==> src/rtl/ftcm_pkg.sv <==
package ftcm_pkg;

    localparam int MAX_DIMENSION  = 4096;
    localparam int MAX_ITERATIONS = 16;

    localparam int PIX_W     = 12;
    localparam int DIM_W     = 13;
    localparam int CFG_W     = 13;
    localparam int CFG_IDX_W = 2;
    localparam int OUT_W     = 23;
    localparam int FIX_W     = 32;

    // Divider geometry: magnitude of (p - D/2) times 2^18, quotient bits.
    localparam int MAG_W      = 12;
    localparam int QUO_W      = 30;
    localparam int DIV_STEPS  = 5;
    localparam int DIV_STAGES = QUO_W / DIV_STEPS;

    localparam logic [CFG_IDX_W-1:0] CFG_WIDTH  = 2'd0;
    localparam logic [CFG_IDX_W-1:0] CFG_HEIGHT = 2'd1;
    localparam logic [CFG_IDX_W-1:0] CFG_DEPTH  = 2'd2;

    localparam logic [DIM_W-1:0] DIM_RESET = 13'd1024;

    typedef logic signed [FIX_W-1:0] t_fix;

    typedef struct packed {
        logic done;
        t_fix cx;
        t_fix cy;
        t_fix zx;
        t_fix zy;
    } t_zst;

endpackage

==> src/rtl/ftcm_out.sv <==
module ftcm_out (
    input  logic                             i_clk,
    input  logic                             i_rst_n,
    input  logic                             i_en,
    input  logic                             i_vld,
    input  ftcm_pkg::t_fix                   i_zx,
    input  ftcm_pkg::t_fix                   i_zy,
    input  logic [ftcm_pkg::DIM_W-1:0]       i_w,
    input  logic [ftcm_pkg::DIM_W-1:0]       i_h,
    output logic                             o_vld,
    output logic signed [ftcm_pkg::OUT_W-1:0] o_sx,
    output logic signed [ftcm_pkg::OUT_W-1:0] o_sy
);
    import ftcm_pkg::*;

    localparam int PW = FIX_W + DIM_W + 1;

    logic                  r_vld_a;
    logic                  r_vld_b;
    logic signed [PW-1:0]  r_prod [0:1];
    logic signed [OUT_W-1:0] r_s  [0:1];
    logic [DIM_W-1:0]      dim  [0:1];
    t_fix                  z    [0:1];

    assign dim[0] = i_w;
    assign dim[1] = i_h;
    assign z[0]   = i_zx;
    assign z[1]   = i_zy;

    always_ff @(posedge i_clk) begin
        if (!i_rst_n) begin
            r_vld_a <= 1'b0;
            r_vld_b <= 1'b0;
        end else if (i_en) begin
            r_vld_a <= i_vld;
            r_vld_b <= r_vld_a;
        end
    end

    for (genvar a = 0; a < 2; a++) begin : g_axis
        logic signed [PW-1:0] n_adj;
        logic signed [PW-1:0] n_sum;
        always_comb begin
            // Division by 1024 rounds toward zero.
            n_adj = r_prod[a];
            if (r_prod[a][PW-1]) n_adj = r_prod[a] + PW'(1023);
            n_sum = (n_adj >>> 10) + $signed({{(PW-DIM_W-7){1'b0}}, dim[a], 7'b0});
        end
        always_ff @(posedge i_clk) begin
            if (i_en) begin
                r_prod[a] <= z[a] * $signed({1'b0, dim[a]});
                r_s[a]    <= n_sum[OUT_W-1:0];
            end
        end
    end

    assign o_vld = r_vld_b;
    assign o_sx  = r_s[0];
    assign o_sy  = r_s[1];

endmodule

==> config.mk <==
export PLATFORM = sky130hd
export DESIGN_NAME = ftcm_out
export DESIGN_NICKNAME = d
export VERILOG_FILES = /design/src/rtl/ftcm_pkg.sv /design/src/rtl/ftcm_out.sv
export SDC_FILE = /design/constraint.sdc
export NUM_CORES = 2
export LEC_CHECK = 0
export BUFFER_PORTS_ARGS = -buffer_cell sky130_fd_sc_hd__buf_2
export CELL_PAD_IN_SITES_DETAIL_PLACEMENT = 1
export CELL_PAD_IN_SITES_GLOBAL_PLACEMENT = 2
export CORE_ASPECT_RATIO = 0.6
export CORE_MARGIN = 4
export CORE_UTILIZATION = 30
export DETAILED_ROUTE_END_ITERATION = 10
export MAX_ROUTING_LAYER = met4
export PLACE_DENSITY_LB_ADDON = 0.15
export RECOVER_POWER = 25
export SETUP_SLACK_MARGIN = 0.02
export SYNTH_ARGS = -nofsm -noshare
export SYNTH_HDL_FRONTEND = slang
export SYNTH_SLANG_ARGS = --single-unit
export TNS_END_PERCENT = 50
==> constraint.sdc <==
create_clock -name i_clk -period 18.5 [get_ports i_clk]
set_clock_uncertainty 0.1 [all_clocks]
set_input_delay 2.775 -clock i_clk [delete_from_list [all_inputs] [get_ports i_clk]]
set_output_delay 2.775 -clock i_clk [all_outputs]
set_load 0.02 [all_outputs]
==> flow_metrics.py <==
metrics = {
    "logic_synthesis": {
        "yosysTopAreaCell": "fa_1",
        "syn_inst": 3529,
        "syn-num-nets": 4619,
        "synth_edf_count": 114,
        "async_flop_share_pct": 0,
        "yosysSeqAreaShare_pct": 10.4,
        "syn_area_um2": 33300,
        "netlist-cell-type-count": 63,
        "yosys-top-cells-area": "fa_1 (46%), edfxtp_1 (10%), inv_1 (9.2%), ha_1 (8.9%), and2_1 (7.1%)",
        "yosysWarnings": 0,
        "synth-seq-cells": 116,
        "syn_avg_cell_area_um2": 9.45,
        "synth_top_flop_cell": "edfxtp_1",
        "netlist.area_leader.share_pct": 45.5,
    },
    "setup_path": {
        "worst_setup_path_start_kind": "input port",
        "worstSetupPathType": "in -> reg",
        "cp_common_cell": "fa_1",
        "worstPathCellList": "buf_2 -> nand2_1 -> fa_1 -> fa_1 -> fa_1 -> inv_1 -> fa_1 -> fa_1 -> inv_1 -> fa_1 -> inv_1 -> ha_1 -> nand2_1 -> a2111oi_2 -> a21boi_0 -> o21a_1 -> a21o_1 -> o221ai_1 -> o211ai_1 -> xnor2_1",
        "critical_path_required_ns": 18.63,
        "path_max_fanout": 33,
        "worstPathArrival_ns": 9.60,
        "cp_slowest_cell": "buf_2",
        "end_kind": "register",
        "crit_path_max_incr_delay_ns": 0.69,
    },
    "sta": {
        "period_minus_slack_ns": 9.47,
        "slew_viol_final": 101,
        "post-route-period-util_pct": 51.2,
        "hold_viol_final": 0,
        "relSlewSlack_pct": -156,
        "grt_setup_unrepaired": "false",
        "setup_violations": 0,
        "max_freq_mhz": 106,
        "final.setup.tns_ns": 0,
        "worst_pin_slew_ns": 3.84,
    },
    "clock_network": {
        "postCtsResizedCells": 0,
        "clk_latency_ns": 0.49,
        "clk_pin_slew_ns": 0.07,
        "postCtsSetupRepairBufs": 0,
        "cts_tree": "built",
        "clockRootBuffer": "clkbuf_16",
        "cts_max_level": 4,
        "cts_buffers": 25,
        "clock_path_buffers": 3,
        "clock-sinks": 116,
        "hold_buffers": 0,
    },
    "finish": {
        "stdcell_count": 5061,
        "final_cell_mix": "inv_1 (816), fa_1 (758), nand2_1 (519)",
        "final_common_cell": "inv_1",
        "layout-drive-gt1-share_pct": 5.41,
        "nets": 4654,
        "synthToLayoutAreaGrowth_pct": 8.39,
    },
    "detailed_routing": {
        "vias": 23100,
        "via_per_inst": 4.56,
        "wl_per_cell_um": 20.8,
        "drcViolationCount": 0,
        "drtIter0Drc": 1055,
        "drt-total-wl_um": 106000,
        "ant_nets": 0,
        "dr.pass1.iters": 6,
    },
    "die": {
        "initial_core_util_pct": 30.3,
        "num_io_pins": 141,
        "coreArea_um2": 110000,
        "die_height_um": 266,
        "rows": 94,
        "die_area_um2": 117000,
        "die_width_um": 438,
    },
    "grt": {
        "grt_first_pass_wirelength_um": 165000,
        "grt_pass1_vias": 25800,
        "antenna_found_initial": 8,
        "grt.total_usage_pct": 19.2,
        "grt.overflow.total": 0,
        "grt_max_degree": 67,
    },
    "placed_design": {
        "gp_congestion": 0.811,
        "dp_cells": 5025,
        "port_buffers": 140,
        "dp_hpwl_um": 85500,
    },
    "outcome": {
        "outcome": "finished, violations left",
        "violations": "capacitance limit, slew limit",
    },
    "flow_run": {
        "max_cap_viol_count": 2,
    },
    "hold_path": {
        "hp-class": "reg -> reg",
    },
}
cell families after synthesis:
family	Yosys count	share of synthesized area, %
xor+xnor	136	3.57
compound gates	227	4.73
buf+inv	960	10.8
mux	3	0.0901
fa+ha+maj	998	54.5
simple gates	1089	15.9
flops	116	10.4
synth_stat cells (34+ instances only):
cell      count
edfxtp_1    114
nand2_1     519
nor2_1       68
xnor2_1      96
fa_1        758
nand3_1      34
a21o_1       34
and2_1      378
clkbuf_1    144
inv_1       816
ha_1        238
xor2_1       40
a21oi_1      59
worst max-delay path, delay by kind of cell:
family	cells	cell delay [ns]
AOI/OAI and AO/OA	6	2.27
xor gates and xnor gates	1	0.09
adders and majority gates	7	3.34
buffers and inverters	4	0.83
and+or+nand+nor	2	0.26
metrics by stage:
step           setup WS, ns  instance area, um^2  hold WS, ns  util (%)
6_report               9.03                36100        0.420      32.9
5_1_grt                8.58                36100        0.432      32.9
4_1_cts                9.04                36100        0.418      32.9
3_5_place_dp           8.54                35500        0.406      32.2
3_3_place_gp           8.58                35500        0.406      32.2
2_1_floorplan         10.04                33300        0.382         -
state kept, by name (all words and copies together), names as in the netlist:
name     flops
r_s         46
r_prod      68
r_vld_a      1
o_vld        1
layer usage:
metal	global-route usage (%)	part of all wire, %	vias up
li1	-	-	10600
met1	31.8	57	12100
met2	25.3	38	346
met3	2.43	3.8	38
met4	1.60	0.76	0
met5	-	0	-
final cells by class:
class / instances / area, um^2
Fill cell: 12700 / 73800
Multi-Input combinational cell: 2453 / 26300
Sequential cell: 116 / 3460
Inverter: 816 / 3060
Tap cell: 1488 / 1860
Timing Repair Buffer: 152 / 786
Clock buffer: 27 / 633
Clock inverter: 5 / 47.5
Antenna cell: 4 / 10.0
worst paths after layout:
kind | startpoint | endpoint | slack, ns | cells after the start
max | i_w[5] | r_prod[0][45]$_DFFE_PP_ | 9.03 | 20
min | o_vld$_SDFFE_PN0P_ | o_vld$_SDFFE_PN0P_ | 0.42 | 2
max reg2reg | r_prod[0][45]$_DFFE_PP_ | r_s[0][22]$_DFFE_PP_ | 13.81 | 16
min reg2reg | o_vld$_SDFFE_PN0P_ | o_vld$_SDFFE_PN0P_ | 0.42 | 2
Power is left out: the tool's default activity adds up to more than one toggle a clock period on the data nets, which glitch-free logic cannot reach.
