===== src/rtl/ftcm_pkg.sv =====
package ftcm_pkg;

    localparam int MAX_DIMENSION  = 4096;
    localparam int MAX_ITERATIONS = 16;

    localparam int PIX_W     = 12;
    localparam int DIM_W     = 13;
    localparam int CFG_W     = 13;
    localparam int CFG_IDX_W = 2;
    localparam int OUT_W     = 23;
    localparam int FIX_W     = 32;

    // Divider geometry: magnitude of (p - D/2) times 2^18, quotient bits.
    localparam int MAG_W      = 12;
    localparam int QUO_W      = 30;
    localparam int DIV_STEPS  = 5;
    localparam int DIV_STAGES = QUO_W / DIV_STEPS;

    localparam logic [CFG_IDX_W-1:0] CFG_WIDTH  = 2'd0;
    localparam logic [CFG_IDX_W-1:0] CFG_HEIGHT = 2'd1;
    localparam logic [CFG_IDX_W-1:0] CFG_DEPTH  = 2'd2;

    localparam logic [DIM_W-1:0] DIM_RESET = 13'd1024;

    typedef logic signed [FIX_W-1:0] t_fix;

    typedef struct packed {
        logic done;
        t_fix cx;
        t_fix cy;
        t_fix zx;
        t_fix zy;
    } t_zst;

endpackage


===== src/rtl/ftcm_div.sv =====
module ftcm_div (
    input  logic                        i_clk,
    input  logic                        i_rst_n,
    input  logic                        i_en,
    input  logic                        i_vld,
    input  logic [ftcm_pkg::PIX_W-1:0]  i_px,
    input  logic [ftcm_pkg::PIX_W-1:0]  i_py,
    input  logic [ftcm_pkg::DIM_W-1:0]  i_w,
    input  logic [ftcm_pkg::DIM_W-1:0]  i_h,
    output logic                        o_vld,
    output ftcm_pkg::t_fix              o_cx,
    output ftcm_pkg::t_fix              o_cy
);
    import ftcm_pkg::*;

    localparam int NV = DIV_STAGES + 2;

    logic [DIM_W-1:0] dim [0:1];
    logic [PIX_W-1:0] pix [0:1];

    logic [QUO_W-1:0] r_num [0:DIV_STAGES][0:1];
    logic [DIM_W-1:0] r_rem [0:DIV_STAGES][0:1];
    logic [QUO_W-1:0] r_quo [0:DIV_STAGES][0:1];
    logic             r_neg [0:DIV_STAGES][0:1];
    logic             r_vld [0:NV-1];
    t_fix             r_c   [0:1];

    assign dim[0] = i_w;
    assign dim[1] = i_h;
    assign pix[0] = i_px;
    assign pix[1] = i_py;

    always_ff @(posedge i_clk) begin
        if (!i_rst_n) begin
            for (int s = 0; s < NV; s++) r_vld[s] <= 1'b0;
        end else if (i_en) begin
            r_vld[0] <= i_vld;
            for (int s = 1; s < NV; s++) r_vld[s] <= r_vld[s-1];
        end
    end

    // Front stage: signed offset from the image center, split into sign and magnitude.
    for (genvar a = 0; a < 2; a++) begin : g_front
        logic signed [PIX_W+1:0] n_d;
        logic [PIX_W+1:0]        n_mag;
        always_comb begin
            n_d   = $signed({2'b00, pix[a]}) - $signed({2'b00, dim[a][DIM_W-1:1]});
            n_mag = n_d[PIX_W+1] ? 14'(-n_d) : 14'(n_d);
        end
        always_ff @(posedge i_clk) begin
            if (i_en) begin
                r_num[0][a] <= {n_mag[MAG_W-1:0], {(QUO_W-MAG_W){1'b0}}};
                r_rem[0][a] <= '0;
                r_quo[0][a] <= '0;
                r_neg[0][a] <= n_d[PIX_W+1];
            end
        end
    end

    // Restoring division, a few quotient bits per stage.
    for (genvar s = 1; s <= DIV_STAGES; s++) begin : g_stage
        for (genvar a = 0; a < 2; a++) begin : g_axis
            logic [QUO_W-1:0] n_num;
            logic [DIM_W-1:0] n_rem;
            logic [QUO_W-1:0] n_quo;
            always_comb begin
                logic [DIM_W:0] t;
                n_num = r_num[s-1][a];
                n_rem = r_rem[s-1][a];
                n_quo = r_quo[s-1][a];
                for (int k = 0; k < DIV_STEPS; k++) begin
                    t     = {n_rem, n_num[QUO_W-1]};
                    n_num = {n_num[QUO_W-2:0], 1'b0};
                    if (t >= {1'b0, dim[a]}) begin
                        t     = t - {1'b0, dim[a]};
                        n_quo = {n_quo[QUO_W-2:0], 1'b1};
                    end else begin
                        n_quo = {n_quo[QUO_W-2:0], 1'b0};
                    end
                    n_rem = t[DIM_W-1:0];
                end
            end
            always_ff @(posedge i_clk) begin
                if (i_en) begin
                    r_num[s][a] <= n_num;
                    r_rem[s][a] <= n_rem;
                    r_quo[s][a] <= n_quo;
                    r_neg[s][a] <= r_neg[s-1][a];
                end
            end
        end
    end

    for (genvar a = 0; a < 2; a++) begin : g_sign
        t_fix n_c;
        always_comb begin
            n_c = $signed({{(FIX_W-QUO_W){1'b0}}, r_quo[DIV_STAGES][a]});
            if (r_neg[DIV_STAGES][a]) n_c = -n_c;
        end
        always_ff @(posedge i_clk) begin
            if (i_en) r_c[a] <= n_c;
        end
    end

    assign o_vld = r_vld[NV-1];
    assign o_cx  = r_c[0];
    assign o_cy  = r_c[1];

endmodule


===== config.mk =====
export PLATFORM = sky130hd
export DESIGN_NAME = ftcm_div
export DESIGN_NICKNAME = d
export VERILOG_FILES = /design/src/rtl/ftcm_pkg.sv /design/src/rtl/ftcm_div.sv
export SDC_FILE = /design/constraint.sdc
export NUM_CORES = 2
export LEC_CHECK = 0
export BUFFER_PORTS_ARGS = -buffer_cell sky130_fd_sc_hd__buf_2
export CORE_AREA = 2 2 287 403
export DETAILED_ROUTE_END_ITERATION = 10
export DIE_AREA = 0 0 289 405
export PLACE_DENSITY = 0.69
export SETUP_SLACK_MARGIN = 0.02
export SKIP_LAST_GASP = 1
export SYNTH_ARGS = -nofsm -noshare
export SYNTH_HDL_FRONTEND = slang
export SYNTH_SLANG_ARGS = --single-unit

===== constraint.sdc =====
create_clock -name i_clk -period 35.8 [get_ports i_clk]
set_input_delay 1.79 -clock i_clk [delete_from_list [all_inputs] [get_ports i_clk]]
set_output_delay 1.79 -clock i_clk [all_outputs]
set_load 0.05 [all_outputs]

==> key figures <==
Run status
  – Status: complete, no violations

STA
  – Rel. slew slack: 22.4%
  – Layout Skew: 0.0367 ns
  – Slew Limit Fails: 0
  – Crit share post-route: 44.5%
  – Fmax: 62.7 MHz
  – Total Neg Setup Slack: 0 ns
  – Setup Viol. Count Final: 0
  – Final Hold Vio Count: 0
  – Fin crit period: 15.94 ns
  – Unrepaired setup endpoints after global routing: no
  – Worst-margin pin slew: 1.16 ns

Job
  – Max Cap Viol: 0

Global routing
  – Total congestion overflow: 0
  – Antenna violations before repair: 1
  – Vias in the first global route: 48.7k
  – GRT Total Usage: 26.6%
  – Largest net degree at the start of global routing: 101
  – First-pass GRT wire length: 252 mm

Drt
  – DR vias/cell: 6.14
  – Drt total wl: 159 mm
  – Router iterations before antenna repair: 5
  – First-iteration detailed-routing DRC count: 3414
  – # DRC: 0
  – Avg WL per Cell: 19.6 um
  – Vias post-DR: 49.8k
  – Antenna Nets Post-Route: 0

Critical path
  – CP max stage delay: 0.86 ns
  – Critical path endpoint: r_rem[4][3]$_DFFE_PP_
  – Reg2Reg Setup Slack: 21.56 ns
  – Worst setup startpoint: i_h[1]
  – Crit-path slowest cell: a2111oi_0
  – CP Buf/Inv Count: 7
  – Top delay family on crit path: compound AO/OA/AOI/OAI gates
  – Endpoint type of the worst setup path: flip-flop
  – Worst Path Required: 36.17 ns
  – Reg2reg path depth: 48
  – Worst path depth: 51
  – Critical path class: primary input to flip-flop
  – Worst R2R End: r_rem[4][3]$_DFFE_PP_
  – Arrival @ worst endpoint: 16.31 ns
  – CP Launch Type: primary input
  – Reg-to-reg startpoint: r_rem[3][0]$_SDFFCE_PN0P_
  – Critical-path maximum fanout: 24

Finish
  – Area grow syn2layout: 7.79%
  – Post-layout instance area: 60800 um^2
  – Ratio of cells with drive above 1 in the final layout: 10.8%
  – ANT cells: 0
  – Nets: 7410

Clock tree
  – Clock transition at path regs: 0.07 ns
  – CTS Root Cell: clkbuf_16
  – CTS tree: done
  – Post_cts resized: 0
  – Hold Buf Count CTS: 0
  – Max clock buf depth: 3
  – H-tree levels: 2
  – Postcts setup bufs: 0
  – CTS sink cnt: 468
  – Worst skew pair latency: 0.65 ns
  – Num CTS Buffers: 51

Logic synthesis
  – Flops & latches, synth: 468
  – Area share of fa/ha/maj cells after synthesis: 17.9%
  – Compound-cell area share of the yosys netlist: 21.4%
  – Area of the mapped netlist: 56400 um^2
  – Mean Syn Cell Area: 8.77 um^2
  – Post-synthesis mux area share: 7.68%
  – Number of synthesis warnings: 0
  – Synth Flop Type: edfxtp_1
  – Sequential area share after synthesis: 24.9%
  – Synth unique cells: 99
  – Ys async rst share: 0%
  – Syn_nets: 7276
  – EDFF count, synth: 467
  – Simple-gate share of the synthesized area: 16.3%
  – Xor/xnor share of the synthesized area: 8.66%
  – Post-Syn Instances: 6434
  – Main combinational cell family by area after synthesis: compound AO/OA/AOI/OAI gates

Die
  – Effective utilization at floorplan: 49.6%
  – Std cell rows: 147
  – Die W: 289 um
  – Core area: 114000 um^2
  – Chip height: 405 um
  – Die area: 117000 um^2
  – # IOs: 119

Worst hold path
  – Hold Crit Class: flip-flop to flip-flop
  – Hold path depth: 0
  – HP Start: r_quo[3][5]$_DFFE_PP_

Place
  – Gp weighted congestion: 0.961
  – Placed cell area: 59000 um^2
  – Port bufs: 118
  – DPL Wire Length: 121 mm
[layer usage]
| metal | global-route usage (%) | wire (um) | vias to the layer above |
|---|---|---|---|
| met5 | 0 | 0 | - |
| met3 | 2.71 | 8110 | 435 |
| met2 | 47.4 | 77100 | 1411 |
| met4 | 11.7 | 7700 | 0 |
| met1 | 32.2 | 65700 | 23600 |
| li1 | - | - | 24400 |
[flip-flops by register name (all words and copies together) (netlist names)]
name,count
r_c,64
r_num,42
r_neg,14
r_vld,8
r_quo,210
r_rem,130
[logic make-up after synthesis]
| family | after synthesis |
|---|---|
| DFF | 468 |
| xor gates and xnor gates | 558 |
| and+or+nand+nor | 1895 |
| buffers and inverters | 467 |
| adders and majority gates | 788 |
| AOI/OAI and AO/OA | 1867 |
| muxes | 391 |
[per-stage QoR]
step	cells	setup slack, ns	utilization, %	hold slack (ns)
5_1_grt	8101	18.74	53.5	0.382
3_3_place_gp	8005	19.87	51.9	0.400
6_report	8101	19.86	53.5	0.391
2_1_floorplan	6434	21.38	-	0.400
3_5_place_dp	8005	19.53	51.9	0.405
4_1_cts	8101	20.15	53.5	0.387
[placed cells by master, fill, tap and decap left out, types with 188 or more instances in the layout]
cell | synthesis | layout
a21oi_1 | 498 | 498
edfxtp_1 | 467 | 467
ha_1 | 756 | 756
inv_1 | 336 | 312
mux2_2 | 284 | 284
nand2_1 | 478 | 478
nor2_1 | 534 | 534
o21ai_0 | 449 | 449
xnor2_1 | 370 | 370
xor2_1 | 188 | 188
[worst min-delay path by stage]
stage / slack, ns / endpoint
floorplan: 0.40 / r_neg[1][0]$_DFFE_PP_
global placement: 0.40 / r_quo[5][14]$_DFFE_PP_
CTS: 0.39 / r_quo[4][10]$_DFFE_PP_
finish: 0.39 / r_quo[4][10]$_DFFE_PP_
global route: 0.38 / r_quo[4][10]$_DFFE_PP_
detailed placement: 0.40 / r_quo[3][5]$_DFFE_PP_
[cell type report]
| type | count | area, um^2 |
|---|---|---|
| Clock buffer | 53 | 1310 |
| Clock inverter | 43 | 464 |
| Fill cell | 10500 | 52900 |
| Inverter | 353 | 1330 |
| Multi-Input combinational cell | 5499 | 40600 |
| Sequential cell | 468 | 14000 |
| Tap cell | 1490 | 1860 |
| Timing Repair Buffer | 195 | 1180 |
[cell usage after synthesis (15+ instances only)]
library cell,n,area share (%)
mux2_2,284,5.7
clkbuf_1,81,0.54
edfxtp_1,467,25
o221ai_1,20,0.31
fa_1,32,1.1
o21bai_1,50,0.67
o2111ai_1,20,0.31
o21a_1,123,1.6
mux2i_1,78,1.4
o41ai_1,24,0.37
nand3b_1,15,0.20
or3_1,68,0.75
inv_1,336,2.2
a211oi_1,52,0.69
and3_1,58,0.64
nand4_1,76,0.84
o211ai_1,43,0.57
a31o_2,17,0.26
o31a_1,24,0.37
nor2_1,534,3.6
xnor2_1,370,5.7
nand2_1,478,3.2
nor4_1,33,0.37
buf_2,19,0.17
nor3_1,160,1.4
a211o_1,20,0.31
nand2b_1,87,0.96
a31oi_1,57,0.63
and2_1,44,0.49
nand3_1,98,0.87
mux2_1,22,0.44
o21ai_0,449,4.0
or2_2,54,0.60
nor2b_1,122,1.4
a21oi_1,498,4.4
xor2_1,188,2.9
a21boi_0,75,1.0
ha_1,756,17
o31ai_1,59,0.79
a21o_1,168,2.2
or4_1,17,0.23
Power is not shown: default switching activity piles up to over one toggle a cycle in this logic, so the estimate is an artifact.
